**config.mk**
```make
export PLATFORM = sky130hd
export DESIGN_NAME = btpm_ctrl
export DESIGN_NICKNAME = d
export VERILOG_FILES = /design/src/hdl/binary_trie_prefix_match_unit_assert.svh /design/src/hdl/btpm_pkg.sv /design/src/hdl/btpm_ctrl.sv
export SDC_FILE = /design/constraint.sdc
export NUM_CORES = 1
export LEC_CHECK = 0
export ABC_AREA = 1
export BUFFER_PORTS_ARGS = -buffer_cell sky130_fd_sc_hd__buf_2
export CAP_MARGIN = 30
export CORE_AREA = 5 5 42 44
export CTS_BUF_LIST = sky130_fd_sc_hd__clkbuf_16
export DETAILED_ROUTE_END_ITERATION = 10
export DIE_AREA = 0 0 47 49
export PLACE_DENSITY_LB_ADDON = 0.1
export SLEW_MARGIN = 20
export SYNTH_ARGS = -nofsm -noshare
export SYNTH_HDL_FRONTEND = slang
export SYNTH_SLANG_ARGS = --single-unit
```
**constraint.sdc**
```tcl
create_clock -name clk -period 3.41 [get_ports clk]
set_input_delay 0.341 -clock clk [delete_from_list [all_inputs] [get_ports clk]]
set_output_delay 0.341 -clock clk [all_outputs]
set_load 0.03 [all_outputs]
```
**src/hdl/binary_trie_prefix_match_unit_assert.svh**
```systemverilog
// ----------------------------------------------------------------------------
// Binary trie prefix match unit: assertion macros
// Clocked on clk, disabled while arst_n is low.
// ----------------------------------------------------------------------------
`ifndef BINARY_TRIE_PREFIX_MATCH_UNIT_ASSERT_SVH
`define BINARY_TRIE_PREFIX_MATCH_UNIT_ASSERT_SVH

// same-cycle implication
`define BTPM_ASSERT_IMP(lbl, ante, cons, msg) \
	lbl: assert property (@(posedge clk) disable iff (!arst_n) (ante) |-> (cons)) \
		else $error(msg);

// next-cycle implication
`define BTPM_ASSERT_NXT(lbl, ante, cons, msg) \
	lbl: assert property (@(posedge clk) disable iff (!arst_n) (ante) |=> (cons)) \
		else $error(msg);

// invariant
`define BTPM_ASSERT_ALW(lbl, expr, msg) \
	lbl: assert property (@(posedge clk) disable iff (!arst_n) (expr)) \
		else $error(msg);

`endif

```
**src/hdl/btpm_pkg.sv**
```systemverilog
// ----------------------------------------------------------------------------
// btpm_pkg
// Types, constants and codes shared by the binary trie prefix match unit.
// ----------------------------------------------------------------------------
`timescale 1ns / 1ps
`default_nettype none

package btpm_pkg;

	localparam int NODE_COUNT = 4096;
	localparam int IDX_W      = $clog2(NODE_COUNT);
	localparam int USED_W     = IDX_W + 1;
	localparam int HOP_BITS   = 16;
	localparam int ADDR_W     = 32;
	localparam int LEN_W      = 6;

	localparam logic CMD_INSERT = 1'b0;
	localparam logic CMD_LOOKUP = 1'b1;

	typedef logic [IDX_W-1:0]    idx_t;
	typedef logic [HOP_BITS-1:0] hop_t;

	typedef enum logic [1:0] {
		ST_OK      = 2'd0,
		ST_BADLEN  = 2'd1,
		ST_FULL    = 2'd2,
		ST_NOMATCH = 2'd3
	} status_t;

	typedef struct packed {
		logic              command;
		logic [ADDR_W-1:0] address;
		logic [LEN_W-1:0]  prefix_len;
		hop_t              next_hop;
	} in_req_t;

	typedef struct packed {
		status_t status;
		hop_t    hop_found;
	} out_rsp_t;

	typedef struct packed {
		idx_t left;
		idx_t right;
		hop_t hop;
		logic valid;
	} node_t;

	typedef enum logic [2:0] {
		S_IDLE,
		S_STEP,
		S_LINK,
		S_FINAL,
		S_RESP
	} state_t;

	// controller -> datapath
	typedef struct packed {
		logic    load;
		logic    visit;
		logic    descend;
		logic    alloc;
		logic    link;
		logic    final_wr;
		logic    out_load;
		status_t rsp_code;
	} dp_cmd_t;

	// datapath -> controller
	typedef struct packed {
		logic in_bad;
		logic is_lookup;
		logic level_done;
		logic child_zero;
		logic pool_full;
		logic found;
		logic out_busy;
	} dp_sts_t;

endpackage

`default_nettype wire

```
**src/hdl/btpm_ctrl.sv**
```systemverilog
// ----------------------------------------------------------------------------
// btpm_ctrl
// Sequencer for trie walks: insert, lookup and result hand-off.
// ----------------------------------------------------------------------------
`timescale 1ns / 1ps
`default_nettype none

module btpm_ctrl (
	input  wire logic              clk,
	input  wire logic              arst_n,
	input  wire logic              in_valid,
	output logic                   in_stall,
	input  wire btpm_pkg::dp_sts_t sts,
	output btpm_pkg::dp_cmd_t      ctl
);

	btpm_pkg::state_t  state_q, state_d;
	btpm_pkg::status_t code_q, code_d;

	always_ff @(posedge clk or negedge arst_n) begin
		if (!arst_n) begin
			state_q <= btpm_pkg::S_IDLE;
			code_q  <= btpm_pkg::ST_OK;
		end else begin
			state_q <= state_d;
			code_q  <= code_d;
		end
	end

	always_comb begin
		state_d = state_q;
		code_d  = code_q;
		case (state_q)
			btpm_pkg::S_IDLE: begin
				if (in_valid) begin
					if (sts.in_bad) begin
						code_d  = btpm_pkg::ST_BADLEN;
						state_d = btpm_pkg::S_RESP;
					end else begin
						code_d  = btpm_pkg::ST_OK;
						state_d = btpm_pkg::S_STEP;
					end
				end
			end
			btpm_pkg::S_STEP: begin
				if (sts.level_done) begin
					state_d = sts.is_lookup ? btpm_pkg::S_RESP : btpm_pkg::S_FINAL;
				end else if (!sts.child_zero) begin
					state_d = btpm_pkg::S_STEP;
				end else if (sts.is_lookup) begin
					state_d = btpm_pkg::S_RESP;
				end else if (sts.pool_full) begin
					code_d  = btpm_pkg::ST_FULL;
					state_d = btpm_pkg::S_RESP;
				end else begin
					state_d = btpm_pkg::S_LINK;
				end
			end
			btpm_pkg::S_LINK: begin
				state_d = btpm_pkg::S_STEP;
			end
			btpm_pkg::S_FINAL: begin
				code_d  = btpm_pkg::ST_OK;
				state_d = btpm_pkg::S_RESP;
			end
			btpm_pkg::S_RESP: begin
				if (!sts.out_busy) begin
					state_d = btpm_pkg::S_IDLE;
				end
			end
			default: begin
				state_d = btpm_pkg::S_IDLE;
			end
		endcase
	end

	always_comb begin
		ctl          = '0;
		ctl.rsp_code = code_q;
		in_stall     = 1'b1;
		case (state_q)
			btpm_pkg::S_IDLE: begin
				in_stall = 1'b0;
				ctl.load = in_valid;
			end
			btpm_pkg::S_STEP: begin
				ctl.visit = 1'b1;
				if (!sts.level_done) begin
					if (!sts.child_zero) begin
						ctl.descend = 1'b1;
					end else if (!sts.is_lookup && !sts.pool_full) begin
						ctl.alloc = 1'b1;
					end
				end
			end
			btpm_pkg::S_LINK: begin
				ctl.link = 1'b1;
			end
			btpm_pkg::S_FINAL: begin
				ctl.final_wr = 1'b1;
			end
			btpm_pkg::S_RESP: begin
				ctl.out_load = !sts.out_busy;
				if (sts.is_lookup) begin
					ctl.rsp_code = sts.found ? btpm_pkg::ST_OK : btpm_pkg::ST_NOMATCH;
				end
			end
			default: begin
				ctl = '0;
			end
		endcase
	end

endmodule

`default_nettype wire

```
==> summary.md, run 1 <==
| Metric | Value |
|---|---|
| # IOs | 20 |
| Layout cells sized above 1 | 25.8% |
| Die area | 0.00230 mm2 |
| Setup TNS | 0 ns |
| Synth Register Bits | 5 |
| Hold Path End | state_q[2] |
| Post-CTS sizing | 0 |
| Max_cap viols | 0 |
| Worst hold path type | input pin to flip-flop |
| Clock Skew | 0.000326 ns |
| Grt total ovfl | 0 |
| I/O Buffers | 19 |
| Reg2reg end | state_q[2] |
| First-pass GRT wire length | 1.79 mm |
| Critical path, cell by cell | nor2_1 -> nand2_1 -> o21ai_0 -> buf_2 |
| Final hold violation count | 0 |
| CTS Buffer Depth | 2 |
| Slew @ Worst Pin | 0.256 ns |
| Critical Path Source | state_q[1] |
| Drt first pass iters | 4 |
| CP max stage cell | dfrtp_1 |
| Top Usage Layer GRT | met2 |
| Chip height | 49 um |
| Crit. End Element | output port |
| Met1 Usage GRT | 13.6% |
| Hold_sp | sts[0] |
| Via density | 4.46 |
| Placed insts | 108 |
| Initial antenna violation count | 0 |
| GR Util met2 | 15.4% |
| Placer congestion estimate | 0.727 |
| Sequential share of the synthesized area | 30.0% |
| CTS Buf Count | 3 |
| Synth Instances | 73 |
| Most frequent cells in the layout | nand2_1, buf_2, inv_1 |
| CP arrival | 1.41 ns |
| Finished Layout Cells | 113 |
| Data required, critical path | 3.07 ns |
| FF-to-FF path depth | 6 |
| DR WL/cell | 9.63 um |
| Routed Antenna Nets | 0 |
| Worst r2r src | state_q[1] |
| Min-Delay Path Depth | 3 |
| Max Clk Rate | 0.571 GHz |
| Synth warnings | 0 |
| Slew HR | 82.8% |
| Run status | completed |
| Max-slew violation count | 0 |
| Critical path class | flip-flop to output port |
| RSZ-0062 raised after global routing | false |
| Synth cell types | 11 |
| CTS tree | done |
| Clock Pin Slew Worst Setup and Hold Paths | 0.03 ns |
| Layout Nets | 108 |
| Final setup fails | 0 |
| Initial Utilization | 29.7% |
| Commonest non-fill, non-tap cell in the layout | nand2_1 |
| CP Max Fanout | 7 |
| Root Driver | clkbuf_16 |
| Die X | 47 um |
| Tot GR Track Use | 10.7% |
| Core footprint | 0.00140 mm2 |
| Vias in the first global route | 451 |
| Syn Area/Cell | 5.71 um2 |
| Worst path max stage delay | 0.45 ns |
| # rows | 14 |
| Synth Cell Area | 417 um2 |
| Power Density | 960 mW/mm2 |
| GRT met3 Usage | 2.58% |
| Synth-to-layout area growth | 48.9% |
| Largest net degree at the start of global routing | 10 |
| Syn nets | 83 |
| Via count | 504 |
| DRC viols | 0 |
| 1st-iter DRT viols | 8 |
| Leakage power | 0.387 nW |
| Worst-skew pair later-pin latency | 0.23 ns |
| Cts hold-fix bufs | 1 |
| Peak supply drop | 0.402 mV |
| Worst R2R Setup Slack | 2.17 ns |
| Post-CTS Setup Inserts | 0 |
| DP HPWL | 899 um |
| Minimum clock period | 1.75 ns |
| DRT Wirelength | 1.09 mm |
| N_diodes | 0 |
| Period utilization | 51.4% |
| Htree depth | 1 |
| CP Launch Type | flip-flop |
| Clock Sinks | 5 |
-- state kept, by name, summed over array words and instances (netlist names) --
name	count
state_q	3
code_q	2
-- area by class of cell --
class                      count  area [um2]
clock inverter                 1        3.75
timing repair buffer          20         105
multi-input combinational     53         235
clock buffer                   3        75.1
tap                           16        20.0
inverter                      15        56.3
fill                         166         781
sequential                     5         125
-- metrics by stage --
step,instance area (um2),setup slack [ns],hold slack (ns),power (mW),util [%]
after CTS,621,1.65,0.408,0.601,44.3
after global routing,621,1.51,0.424,0.646,44.3
final,621,1.66,0.414,0.596,44.3
after floorplan,417,1.64,0.0454,0.331,-
after global placement,532,1.89,0.164,0.413,37.9
after detailed placement,532,1.90,0.158,0.409,37.9
-- per-layer routing --
| layer | vias to the layer above | wire length, um |
|---|---|---|
| li1 | 274 | - |
| met1 | 212 | 515 |
| met2 | 14 | 481 |
| met3 | 4 | 76 |
| met4 | 0 | 14 |
| met5 | - | 0 |
-- worst max-delay path, delay by kind of cell (launching register included) --
family,cells,cell delay (ns)
buf+inv,1,0.22
flops,1,0.45
simple gates,2,0.36
compound gates,1,0.17
-- kinds of logic after synthesis --
| kind of cell | after synthesis | share of synthesized area [%] |
|---|---|---|
| and+or+nand+nor | 45 | 46.8 |
| buffers and inverters | 15 | 13.5 |
| AOI/OAI and AO/OA | 8 | 9.61 |
| DFF | 5 | 30.0 |
-- where the power goes --
group / switching (mW) / internal (mW)
clock: 0.0359 / 0.152
combinational: 0.209 / 0.0892
sequential: 0.0276 / 0.0821
total: 0.273 / 0.323
-- Yosys cell counts --
cell type,count,area [um2]
a21oi_1,4,20.0
dfrtp_1,5,125
inv_1,14,52.6
inv_2,1,3.75
nand2_1,23,86.3
nand2_2,1,6.26
nand3_1,10,50.1
nor2_1,7,26.3
nor2_4,1,11.3
nor3_1,3,15.0
o21ai_0,4,20.0
-- how the worst max path moves through the flow --
stage | to | slack (ns) | cells past startpoint
finish | ctl[0] | 1.66 | 4
global route | ctl[0] | 1.51 | 4
CTS | ctl[0] | 1.65 | 4
detailed placement | ctl[0] | 1.90 | 4
global placement | ctl[1] | 1.89 | 4
floorplan | ctl[0] | 1.64 | 3
(Power assumes the default switching activity.)
==> run 2: changes to the inputs <==
--- a/config.mk
+++ b/config.mk
@@ -5,7 +5,7 @@
 export SDC_FILE = /design/constraint.sdc
 export NUM_CORES = 1
 export LEC_CHECK = 0
-export ABC_AREA = 1
+export ABC_AREA = 0
 export BUFFER_PORTS_ARGS = -buffer_cell sky130_fd_sc_hd__buf_2
 export CAP_MARGIN = 30
 export CORE_AREA = 5 5 42 44
==> constraint.sdc (replaced) <==
create_clock -name clk -period 1.7 [get_ports clk]
set_input_delay 0.17 -clock clk [delete_from_list [all_inputs] [get_ports clk]]
set_output_delay 0.17 -clock clk [all_outputs]
set_load 0.03 [all_outputs]
==> run 2 against run 1 <==
Final cell count down 20%. Critical path depth unchanged. Clock skew up 0.0023 ns. Worst setup slack worse by 1.6 ns. Sequential share of layout area down 0.20 points. Critical endpoint is now ctl[5].
==> summary.md, run 2 <==
| Metric | Value |
|---|---|
| Switching Power | 0.474 mW (+74%) |
| Register area | 128 um2 (+2.0%) |
| Final Core Density | 45.6% (+1.3 points) |
| I/O Buffers | 19 (unchanged) |
| Post-DP Area | 548 um2 (+3.1%) |
| DP HPWL | 882 um (-1.9%) |
| Critical path, cell by cell | buf_4 -> nand2b_4 -> nor4_4 -> buf_2 |
| Largest net degree at the start of global routing | 13 (+3) |
| Hold_sp | sts[5] |
| Commonest cells in the synthesized netlist | nand2_1, dfrtp_1, nor3_1 |
| Worst hold path type | input pin to flip-flop |
| Via density | 5.04 (+13%) |
| CP max stage cell | dfrtp_1 |
| Period utilization | 95.3% |
| Worst-skew pair later-pin latency | 0.23 ns (about the same) |
| Chip height | 49 um (unchanged) |
| Synth-to-layout area growth | 41.2% |
| Drt first pass iters | 4 (unchanged) |
| Setup TNS | 0 ns (unchanged) |
| Core footprint | 0.00140 mm2 (unchanged) |
| Asr flop ratio synth | 100% (unchanged) |
| Root Driver | clkbuf_16 |
| CTS Buffer Depth | 2 (unchanged) |
| Max reg flops | 3 (unchanged) |
| CP Launch Type | flip-flop |
| Layout Nets | 85 (-21%) |
| FF-to-FF path depth | 3 (-3) |
| Synth top area share | 27.6% (-2.4 points) |
| Min Hold Slack | 0.219 ns (-0.195 ns) |
| Synth Instances | 52 (-29%) |
| Synth cell types | 28 (+17) |
| Peak supply drop | 0.526 mV (+31%) |
| Leakage power | 0.322 nW (-17%) |
| Clock power share | 33.7% (+2.2 points) |
| Final hold violation count | 0 (unchanged) |
| Worst r2r src | state_q[1] |
| Min-Delay Path Depth | 2 (-1) |
| Syn Area/Cell | 8.71 um2 (+53%) |
| Die X | 47 um (unchanged) |
| Initial Utilization | 32.3% (+2.6 points) |
| Final Power | 1.12 mW (+88%) |
| Crit. End Element | output port |
| Reg2reg end | state_q[2] |
| DRC viols | 0 (unchanged) |
| Design area | 639 um2 (+3.0%) |
| Hold Path End | state_q[1] |
| Multi-input gate area | 289 um2 (+23%) |
| Clock Sinks | 5 (unchanged) |
| Sw Ratio | 42.3% (-3.5 points) |
| Routed Antenna Nets | 0 (unchanged) |
| # IOs | 20 (unchanged) |
| Slew @ Worst Pin | 0.302 ns (+0.0462 ns) |
| Syn nets | 62 (-25%) |
| Worst path buffer plus inverter count | 2 (+1) |
| Max-slew violation count | 0 (unchanged) |
| Sequential share of the synthesized area | 27.6% (-2.4 points) |
| 1st-iter DRT viols | 16 (+8) |
| Layout cells sized above 1 | 43.2% (+17 points) |
| Ys flop type | dfrtp_1 |
| Slew HR | 79.7% (-3.1 points) |
| Tot GR Track Use | 11.1% (+0.46 points) |
| Reg power frac | 23.1% (+4.7 points) |
| # rows | 14 (unchanged) |
| Most frequent cells in the layout | buf_2, nand2_1, inv_1, nor3_1 |
| Most instantiated library cell after synthesis | nand2_1 |
| Synth area leaders | dfrtp_1, nand2_1, buf_6 |
| Initial antenna violation count | 0 (unchanged) |
| Clock Skew | 0.00264 ns (+0.00231 ns) |
| Combinational power share | 43.2% (-6.9 points) |
| Data required, critical path | 1.53 ns (-1.54 ns) |
| Power Density | 1750 mW/mm2 (+82%) |
| Max Clk Rate | 0.617 GHz |
| Top reg by flops | state_q |
| Synth warnings | 0 (unchanged) |
| CP delay by family, top | flip-flops |
| Biggest regs | state_q (3), code_q (2) |
| Clock Pin Slew Worst Setup and Hold Paths | 0.03 ns (about the same) |
| Max_cap viols | 0 (unchanged) |
| Critical path class | flip-flop to output port |
| Internal power | 0.646 mW (+100%) |
| Number of synthesized flops with an enable pin | 0 (unchanged) |
| Final setup fails | 0 (unchanged) |
| Vias in the first global route | 415 (-8.0%) |
| Post-CTS Setup Inserts | 0 (unchanged) |
| CTS Buf Count | 3 (unchanged) |
| Layout fillers | 148 (-11%) |
| Synth Cell Area | 453 um2 (+8.7%) |
| CP arrival | 1.45 ns (+0.04 ns) |
| DR WL/cell | 13.1 um (+36%) |
| First-pass GRT wire length | 1.82 mm (+1.5%) |
| Run status | completed |
| Die area | 0.00230 mm2 (unchanged) |
| Minimum clock period | 1.62 ns |
| Synth area leader | dfrtp_1 |
| Worst R2R Setup Slack | 0.54 ns (-1.63 ns) |
| DRT Wirelength | 1.18 mm (+8.3%) |
| Synth Register Bits | 5 (unchanged) |
| Worst path max stage delay | 0.46 ns (about the same) |
| CP Max Fanout | 9 (+2) |
| Htree depth | 1 (unchanged) |
| CTS tree | done |
| Placer congestion estimate | 0.672 (-7.6%) |
| N_diodes | 0 (unchanged) |
| RSZ-0062 raised after global routing | false |
| Commonest non-fill, non-tap cell in the layout | buf_2 |
| Grt total ovfl | 0 (unchanged) |
| Via count | 454 (-9.9%) |
-- run 2: changes by cell type after synthesis, sizes merged, moves of 2 or more --
cell / previous run / this run
buf: 0 / 3
inv: 15 / 3
nor3: 3 / 5
nand2b: 0 / 3
nand3: 10 / 0
o31ai: 0 / 2
nand2: 24 / 9
o21ai: 4 / 1
nor2: 8 / 2
nor2b: 0 / 4
-- run 2: repair_timing --
| action | 4_1_cts | 5_1_grt |
|---|---|---|
| resized for setup | 0 | 2 |
| endpoints found under the hold margin | 5 | 0 |
| setup endpoints to repair | 0 | 2 |
| hold buffers | 1 | 0 |
-- run 2: power groups by stage --
stage          registers, mW  clock network (mW)  logic [mW]
2_1_floorplan          0.194                   0       0.445
3_3_place_gp           0.258                   0       0.487
3_5_place_dp           0.256                   0       0.483
4_1_cts                0.256               0.383       0.488
5_1_grt                0.270               0.395       0.522
6_report               0.259               0.378       0.483
-- run 2: logic make-up (layout without fill, tap and decap cells) --
kind of cell           after synthesis  count (layout)  share of synthesized area, %
multiplexers                         1               1                          2.21
flip-flops                           5               5                          27.6
AND/OR/NAND/NOR                     29              29                          43.1
AO/OA/AOI/OAI                       11              11                          18.5
buffers and inverters                6              28                          8.56
-- run 2: worst max path at each step --
| stage | from | end | slack [ns] | cells after the start |
|---|---|---|---|---|
| detailed placement | state_q[2] | ctl[5] | 0.28 | 4 |
| floorplan | state_q[2] | code_q[1] | 0.13 | 3 |
| CTS | state_q[2] | ctl[5] | 0.03 | 4 |
| global route | state_q[1] | ctl[5] | 0.03 | 4 |
| global placement | state_q[2] | ctl[5] | 0.28 | 4 |
| finish | state_q[1] | ctl[5] | 0.08 | 4 |
-- run 2: layout make-up --
class	instances	area share (%)
clock buffers	3	11.7
inverters	3	1.76
well taps	16	3.13
clock inverters	1	0.587
flip-flops and latches	5	20.0
repair buffers	21	17.6
multi-input cells	41	45.2
-- run 2: metrics by stage --
step | setup slack [ns] | cells
2_1_floorplan | 0.133 | 52
3_3_place_gp | 0.275 | 85
3_5_place_dp | 0.278 | 85
4_1_cts | 0.0332 | 90
5_1_grt | 0.0332 | 90
6_report | 0.0805 | 90
-- run 2: routing by layer --
metal | GRT usage, % | up-vias | share of wire (%)
met1 | 14.8 | 204 | 48
met3 | 3.32 | 2 | 6.3
li1 | - | 232 | -
met5 | 0 | - | 0
met2 | 15.2 | 16 | 45
met4 | 6.91 | 0 | 0.68
